### src/tac_pkg.sv
// Shared types and constants for the timing anomaly confidence block.
// No dependencies; used by every module under src.
package tac_pkg;

    localparam int SAMPLE_W    = 28;
    localparam int TOL_W       = 8;
    localparam int CONF_W      = 7;
    localparam int COUNT_W     = 16;
    localparam int CFG_INDEX_W = 2;
    localparam int CFG_DATA_W  = 28;

    // diff * 100 and nominal * tolerance
    localparam int SCALED_W    = SAMPLE_W + 7;
    localparam int PRODUCT_W   = SAMPLE_W + TOL_W;
    // anomalies * 100 over a 16 bit count
    localparam int PCT_W       = COUNT_W + 7;

    localparam logic [COUNT_W-1:0] MAX_SAMPLES = 16'd65535;
    localparam logic [TOL_W-1:0]   TOL_RESET   = 8'd10;

    // configuration register indexes
    localparam logic [CFG_INDEX_W-1:0] REG_NOMINAL   = 2'd0;
    localparam logic [CFG_INDEX_W-1:0] REG_TOLERANCE = 2'd1;

    // confidence grades
    localparam logic [CONF_W-1:0] CONF_HIGH = 7'd90;
    localparam logic [CONF_W-1:0] CONF_MID  = 7'd75;
    localparam logic [CONF_W-1:0] CONF_LOW  = 7'd50;
    localparam logic [CONF_W-1:0] CONF_MIN  = 7'd30;
    localparam logic [CONF_W-1:0] CONF_NONE = 7'd0;

    // floor(a*100/s) > N  <=>  a*100 >= (N+1)*s
    localparam logic [6:0] PCT_HIGH_MUL = 7'd51;
    localparam logic [6:0] PCT_MID_MUL  = 7'd31;
    localparam logic [6:0] PCT_LOW_MUL  = 7'd16;
    localparam logic [6:0] PCT_MIN_MUL  = 7'd6;

    // word moving from the screening stages to the tally
    typedef struct packed {
        logic valid;
        logic last;
        logic anomaly;
    } judged_t;

endpackage

### src/timing_anomaly_confidence.sv
// Timing anomaly confidence detector, top level.
// The last sample passes the screen input and scaled registers, then the tally
// capture and result registers. Throughput: one sample per cycle; the whole
// pipeline stalls only while a result word waits on m_ready.
// Reset (aresetn, synchronous): counters and valids clear, nominal_time = 0,
// tolerance_percent = 10. Uses tac_pkg, tac_screen, tac_tally.
module timing_anomaly_confidence (
    input  logic                              aclk,
    input  logic                              aresetn,

    input  logic                              cfg_valid,
    output logic                              cfg_ready,
    input  logic [tac_pkg::CFG_INDEX_W-1:0]   cfg_index,
    input  logic [tac_pkg::CFG_DATA_W-1:0]    cfg_data,

    input  logic                              s_valid,
    output logic                              s_ready,
    input  logic [tac_pkg::SAMPLE_W-1:0]      s_sample_time,
    input  logic                              s_last_sample,

    output logic                              m_valid,
    input  logic                              m_ready,
    output logic [tac_pkg::CONF_W-1:0]        m_confidence,
    output logic [tac_pkg::COUNT_W-1:0]       m_anomaly_total
);

    logic [tac_pkg::SAMPLE_W-1:0] nominal_reg;
    logic [tac_pkg::TOL_W-1:0]    tolerance_reg;
    logic                         en;
    tac_pkg::judged_t             judged;

    always_ff @(posedge aclk) begin
        if (!aresetn) begin
            nominal_reg   <= '0;
            tolerance_reg <= tac_pkg::TOL_RESET;
        end else if (cfg_valid) begin
            unique case (cfg_index)
                tac_pkg::REG_NOMINAL:   nominal_reg   <= cfg_data[tac_pkg::SAMPLE_W-1:0];
                tac_pkg::REG_TOLERANCE: tolerance_reg <= cfg_data[tac_pkg::TOL_W-1:0];
                default: ;
            endcase
        end
    end

    assign cfg_ready = 1'b1;

    // pipeline advances unless a result word is held
    assign en      = !m_valid || m_ready;
    assign s_ready = en;

    tac_screen u_screen (
        .aclk              (aclk),
        .aresetn           (aresetn),
        .en                (en),
        .in_valid          (s_valid),
        .sample_time       (s_sample_time),
        .last_sample       (s_last_sample),
        .nominal_time      (nominal_reg),
        .tolerance_percent (tolerance_reg),
        .judged            (judged)
    );

    tac_tally u_tally (
        .aclk          (aclk),
        .aresetn       (aresetn),
        .en            (en),
        .judged        (judged),
        .nominal_zero  (nominal_reg == '0),
        .out_valid     (m_valid),
        .confidence    (m_confidence),
        .anomaly_total (m_anomaly_total)
    );

endmodule

### src/tac_screen.sv
// Sample screening: input register, scaled deviation and threshold product,
// then the anomaly compare. Depends on tac_pkg.
module tac_screen (
    input  logic                           aclk,
    input  logic                           aresetn,
    input  logic                           en,
    input  logic                           in_valid,
    input  logic [tac_pkg::SAMPLE_W-1:0]   sample_time,
    input  logic                           last_sample,
    input  logic [tac_pkg::SAMPLE_W-1:0]   nominal_time,
    input  logic [tac_pkg::TOL_W-1:0]      tolerance_percent,
    output tac_pkg::judged_t               judged
);

    logic                          in_valid_reg;
    logic                          in_last_reg;
    logic [tac_pkg::SAMPLE_W-1:0]  in_sample_reg;

    logic                          sc_valid_reg;
    logic                          sc_last_reg;
    logic [tac_pkg::SCALED_W-1:0]  scaled_reg;
    logic [tac_pkg::PRODUCT_W-1:0] product_reg;

    logic [tac_pkg::SAMPLE_W-1:0]  diff;
    logic [tac_pkg::SCALED_W-1:0]  scaled_next;
    logic [tac_pkg::PRODUCT_W-1:0] product_next;

    always_ff @(posedge aclk) begin
        if (!aresetn) begin
            in_valid_reg <= 1'b0;
            sc_valid_reg <= 1'b0;
        end else if (en) begin
            in_valid_reg <= in_valid;
            sc_valid_reg <= in_valid_reg;
        end
    end

    always_ff @(posedge aclk) begin
        if (en) begin
            in_sample_reg <= sample_time;
            in_last_reg   <= last_sample;
            sc_last_reg   <= in_last_reg;
            scaled_reg    <= scaled_next;
            product_reg   <= product_next;
        end
    end

    // diff > floor(P/100)  <=>  100*diff > P, so no divider is needed
    always_comb begin
        if (in_sample_reg >= nominal_time) begin
            diff = in_sample_reg - nominal_time;
        end else begin
            diff = nominal_time - in_sample_reg;
        end
        scaled_next  = (tac_pkg::SCALED_W'(diff) << 6) + (tac_pkg::SCALED_W'(diff) << 5)
                     + (tac_pkg::SCALED_W'(diff) << 2);
        product_next = tac_pkg::PRODUCT_W'(nominal_time)
                     * tac_pkg::PRODUCT_W'(tolerance_percent);
    end

    assign judged.valid   = sc_valid_reg;
    assign judged.last    = sc_last_reg;
    assign judged.anomaly = (tac_pkg::PRODUCT_W'(scaled_reg) > product_reg);

endmodule

### src/tac_tally.sv
// Stream counters, end-of-stream capture and confidence grading into the
// result register. Depends on tac_pkg.
module tac_tally (
    input  logic                          aclk,
    input  logic                          aresetn,
    input  logic                          en,
    input  tac_pkg::judged_t              judged,
    input  logic                          nominal_zero,
    output logic                          out_valid,
    output logic [tac_pkg::CONF_W-1:0]    confidence,
    output logic [tac_pkg::COUNT_W-1:0]   anomaly_total
);

    logic [tac_pkg::COUNT_W-1:0] samples_reg,   samples_next;
    logic [tac_pkg::COUNT_W-1:0] anomalies_reg, anomalies_next;
    logic [tac_pkg::COUNT_W-1:0] samples_inc,   anomalies_inc;

    logic                        res_valid_reg;
    logic [tac_pkg::COUNT_W-1:0] res_samples_reg;
    logic [tac_pkg::COUNT_W-1:0] res_anomalies_reg;

    logic                        out_valid_reg;
    logic [tac_pkg::CONF_W-1:0]  conf_reg,  conf_next;
    logic [tac_pkg::COUNT_W-1:0] total_reg;

    logic [tac_pkg::PCT_W-1:0]   scaled_anom;
    logic [tac_pkg::PCT_W-1:0]   bound_high, bound_mid, bound_low, bound_min;

    always_comb begin
        samples_inc   = (samples_reg >= tac_pkg::MAX_SAMPLES) ? tac_pkg::MAX_SAMPLES
                                                               : samples_reg + 1'b1;
        anomalies_inc = anomalies_reg;
        if (judged.anomaly) begin
            anomalies_inc = (anomalies_reg >= tac_pkg::MAX_SAMPLES) ? tac_pkg::MAX_SAMPLES
                                                                     : anomalies_reg + 1'b1;
        end
        samples_next   = samples_reg;
        anomalies_next = anomalies_reg;
        if (en && judged.valid) begin
            // stream end clears both counters
            samples_next   = judged.last ? '0 : samples_inc;
            anomalies_next = judged.last ? '0 : anomalies_inc;
        end
    end

    always_ff @(posedge aclk) begin
        if (!aresetn) begin
            samples_reg   <= '0;
            anomalies_reg <= '0;
            res_valid_reg <= 1'b0;
            out_valid_reg <= 1'b0;
        end else begin
            samples_reg   <= samples_next;
            anomalies_reg <= anomalies_next;
            if (en) begin
                res_valid_reg <= judged.valid && judged.last;
                out_valid_reg <= res_valid_reg;
            end
        end
    end

    always_ff @(posedge aclk) begin
        if (en && judged.valid && judged.last) begin
            res_samples_reg   <= samples_inc;
            res_anomalies_reg <= anomalies_inc;
        end
        if (en && res_valid_reg) begin
            conf_reg  <= conf_next;
            total_reg <= res_anomalies_reg;
        end
    end

    // percentage thresholds as constant multiples of the sample count
    always_comb begin
        scaled_anom = tac_pkg::PCT_W'(res_anomalies_reg) * tac_pkg::PCT_W'(7'd100);
        bound_high  = tac_pkg::PCT_W'(res_samples_reg) * tac_pkg::PCT_W'(tac_pkg::PCT_HIGH_MUL);
        bound_mid   = tac_pkg::PCT_W'(res_samples_reg) * tac_pkg::PCT_W'(tac_pkg::PCT_MID_MUL);
        bound_low   = tac_pkg::PCT_W'(res_samples_reg) * tac_pkg::PCT_W'(tac_pkg::PCT_LOW_MUL);
        bound_min   = tac_pkg::PCT_W'(res_samples_reg) * tac_pkg::PCT_W'(tac_pkg::PCT_MIN_MUL);
        if (nominal_zero) begin
            conf_next = tac_pkg::CONF_NONE;
        end else if (scaled_anom >= bound_high) begin
            conf_next = tac_pkg::CONF_HIGH;
        end else if (scaled_anom >= bound_mid) begin
            conf_next = tac_pkg::CONF_MID;
        end else if (scaled_anom >= bound_low) begin
            conf_next = tac_pkg::CONF_LOW;
        end else if (scaled_anom >= bound_min) begin
            conf_next = tac_pkg::CONF_MIN;
        end else begin
            conf_next = tac_pkg::CONF_NONE;
        end
    end

    assign out_valid     = out_valid_reg;
    assign confidence    = conf_reg;
    assign anomaly_total = total_reg;

endmodule

### config.mk
export PLATFORM = sky130hd
export DESIGN_NAME = timing_anomaly_confidence
export DESIGN_NICKNAME = d
export VERILOG_FILES = /design/src/tac_pkg.sv /design/src/timing_anomaly_confidence.sv /design/src/tac_screen.sv /design/src/tac_tally.sv
export SDC_FILE = /design/constraint.sdc
export NUM_CORES = 1
export LEC_CHECK = 0
export ABC_AREA = 1
export BUFFER_PORTS_ARGS = -buffer_cell sky130_fd_sc_hd__buf_2
export CAP_MARGIN = 40
export CORE_MARGIN = 2
export CORE_UTILIZATION = 35
export CTS_CLUSTER_SIZE = 8
export DETAILED_ROUTE_END_ITERATION = 7
export HOLD_SLACK_MARGIN = 0.1
export SLEW_MARGIN = 20
export SYNTH_ARGS = -nofsm -noshare
export SYNTH_HDL_FRONTEND = slang
export SYNTH_SLANG_ARGS = --single-unit
export TNS_END_PERCENT = 100
### constraint.sdc
create_clock -name aclk -period 7.2 [get_ports aclk]
set_input_delay 0.36 -clock aclk [delete_from_list [all_inputs] [get_ports aclk]]
set_output_delay 0.36 -clock aclk [all_outputs]
set_load 0.05 [all_outputs]
==> flow_summary_export.csv <==
group,metric,value,unit
critical_path,critical_path_class,"flop to flop",
critical_path,cp.required,7470,ps
cts,cts_buffer_depth,3,
floorplan,pin_count,90,
cts,worstSkewPairLatency,550,ps
cells_and_area,fin_cells,5027,
yosys,yosysTopAreaCellShare,18.4,%
timing,hold_viol,0,
yosys,synth_edf_count,154,
cells_and_area,fillerInstances,8698,
pwr,p_per_area,254,mW/mm2
detailed_routing,m1WireLength,36900,um
cts,cts_tree,"built",
yosys,synth_ff_type,"edfxtp_1",
yosys,ys_types,59,
cts,cts_root_buf,"clkbuf_16",
yosys,syn_inst,3763,
pwr,leakage,0.0170,uW
timing,rsz0062_at_grt,"no",
grt,grt_pass1_wl,133000,um
detailed_routing,vias,24300,
floorplan,coreArea,0.0838,mm2
timing,fin_skew,29.5,ps
grt,antenna_found_initial,0,
detailed_routing,dr_wl_met3,3570,um
detailed_routing,wl_met2,38700,um
timing,setup_viol,0,
cts,cts.sinks,226,
yosys,synth_area,0.0297,mm2
detailed_routing,drc_errors,0,
grt,gr-total-overflow,0,
yosys,synth_seq_cells,226,
detailed_routing,route.final.wire_length,82700,um
yosys,synth_common_cells,"835 x nand2_1, 748 x inv_1, 376 x ha_1",
timing,tightest_slew,860,ps
detailed_routing,antenna_left,0,
floorplan,initial_utilization,35.4,%
placed_design,dpl-instance-area,0.0313,mm2
yosys,syn-num-nets,4476,
timing,min_period,5940,ps
timing,timing.hold.ws,143,ps
cells_and_area,area_growth,10.9,%
placed_design,dp_hpwl,70300,um
timing,slew_headroom,42.5,%
detailed_routing,top_layer,"met4",
critical_path,setup.worst_path.end_class,"flop",
yosys,synth_top_area_cell,"fa_1",
timing,max_freq,0.168,GHz
floorplan,rows,106,
worst_hold_path,hp-class,"input pin to flop",
cells_and_area,largest_reg_flops,36,
critical_path,startpoint_type,"flop",
placed_design,post-place-cells,4916,
grt,grt_pass1_vias,24500,
grt,grt_max_degree,57,
grt,grt_usage,19.5,%
cts,numCtsBuffers,36,
run,maxCapViolations,0,
yosys,seq_area_frac_synth,20.4,%
timing,final_max_slew_viol_count,0,
placed_design,place.gp.congestion,0.955,
yosys,syn_avg_cell_area,7.88,um2
critical_path,reg2reg_setup_slack,1260,ps
cts,cts_setup_buffers,0,
cells_and_area,drive_above_1_share,5.81,%
cells_and_area,nets,4580,
yosys,yosysMostFrequentCell,"nand2_1",
timing,finalCritPeriodShare,82.5,%
critical_path,cp_data_arrival_time,6210,ps
yosys,synth_area_leaders,"fa_1 18%, ha_1 16%, edfxtp_1 16%, nand2_1 11%, inv_1 9.5%",
detailed_routing,avgRoutedWirePerCell,16.4,um
floorplan,die_w,295,um
cells_and_area,insertedDiodeCount,0,
cts,cts.reportedPaths.clkPinSlew,50,ps
status,outcome,"completed",
detailed_routing,via_per_inst,4.84,
cts,ctsHoldBuffers,45,
detailed_routing,drtIter0Drc,1290,
floorplan,die_area,0.0871,mm2
floorplan,die_y,295,um
cts,cts-resized-gates,0,
yosys,synthArstFlopShare,0,%
placed_design,io_buffers,88,
cts,htreeDepth,2,
detailed_routing,first_pass_iters,6,
cells_and_area,fin_area,0.0329,mm2
timing,tns,0,ps
yosys,yosysWarnings,0,
critical_path,path_max_fanout,31,
pwr,ir_drop,0.170,mV
-- critical path, stage by stage (launching register included) --
cell,delay (ps)
dfxtp_1,510
inv_1,140
ha_1,440
nand2_1,160
nor2_2,230
inv_1,100
nor4_1,520
a311oi_1,260
nand2_4,390
inv_4,210
nand2_1,100
nand2_1,50
inv_1,180
fa_1,460
ha_1,380
a21oi_1,150
o21ai_0,130
nand2_1,90
nand2_1,180
nand2_1,140
nand3_1,100
a21boi_0,340
o21bai_1,150
nand2_1,90
nand2_1,50
nand2_1,50
nand2_1,70
-- cells in the final DEF (no fill, tap or decap), drive strengths merged, types with 2 or more instances in the layout --
cell type / count
o221ai: 2
o21bai: 21
or2: 3
nand3b: 4
buf: 115
a21oi: 276
a21boi: 8
edfxtp: 154
dfxtp: 72
nor3: 30
clkbuf: 61
nor4: 12
a31oi: 21
clkinv: 2
a21o: 30
nand2: 848
xnor2: 43
xor2: 138
o21a: 10
fa: 273
and3: 2
ha: 376
dlygate4sd3: 45
o21ai: 147
o211ai: 15
nor2: 236
and2: 3
o31ai: 2
nor3b: 5
o2111ai: 5
a221oi: 4
nand4: 26
nand3: 129
a211oi: 7
inv: 760
-- report_power, final --
group	internal, uW	switching [uW]	leakage [uW]
logic	1730	3170	0.0143
clock network	993	641	0.000515
registers	1720	113	0.00218
total	4450	3920	0.0170
-- final timing paths --
kind	from	end	depth (start not counted)
max	nominal_reg[5]	u_screen.scaled_reg[26]	26
max reg2reg	nominal_reg[5]	u_screen.scaled_reg[26]	26
min	cfg_data[21]	nominal_reg[21]	3
min reg2reg	u_screen.in_last_reg	u_screen.sc_last_reg	0
-- stage by stage --
stage          power, uW  setup WS [ps]  util, %
2_1_floorplan       5330           2120        -
3_3_place_gp        6670           1480     37.3
6_report            8370           1260     39.2
3_5_place_dp        6720           1300     37.4
5_1_grt             9200            822     39.2
4_1_cts             8420           1290     39.2
-- layer usage --
| layer | track usage, % | vias up |
|---|---|---|
| met5 | 0 | - |
| met4 | 7.60 | 0 |
| met3 | 2.25 | 133 |
| met2 | 33.2 | 558 |
| met1 | 25.4 | 11500 |
| li1 | - | 12100 |
-- area by class of cell --
type | instances | area [um2] | share of cell area, %
inverter | 760 | 2860 | 8.69
tap | 1134 | 1420 | 4.31
timing repair buffer | 160 | 1160 | 3.52
multi-input combinational | 2683 | 20300 | 61.8
sequential | 226 | 6070 | 18.4
clock inverter | 3 | 17.5 | 0.0533
clock buffer | 61 | 1060 | 3.22
-- cells by family (layout without fill, tap and decap cells) --
logic type / count (synthesis) / count (layout) / synth area share [%]
simple gates: 1298 / 1298 / 18.3
fa+ha+maj: 649 / 649 / 34.3
other cells: 1 / 1 / 0.0126
buf+inv: 854 / 984 / 11.1
compound gates: 554 / 554 / 10.5
flops: 226 / 226 / 20.4
xor+xnor: 181 / 181 / 5.34
(Power assumes the default switching activity.)
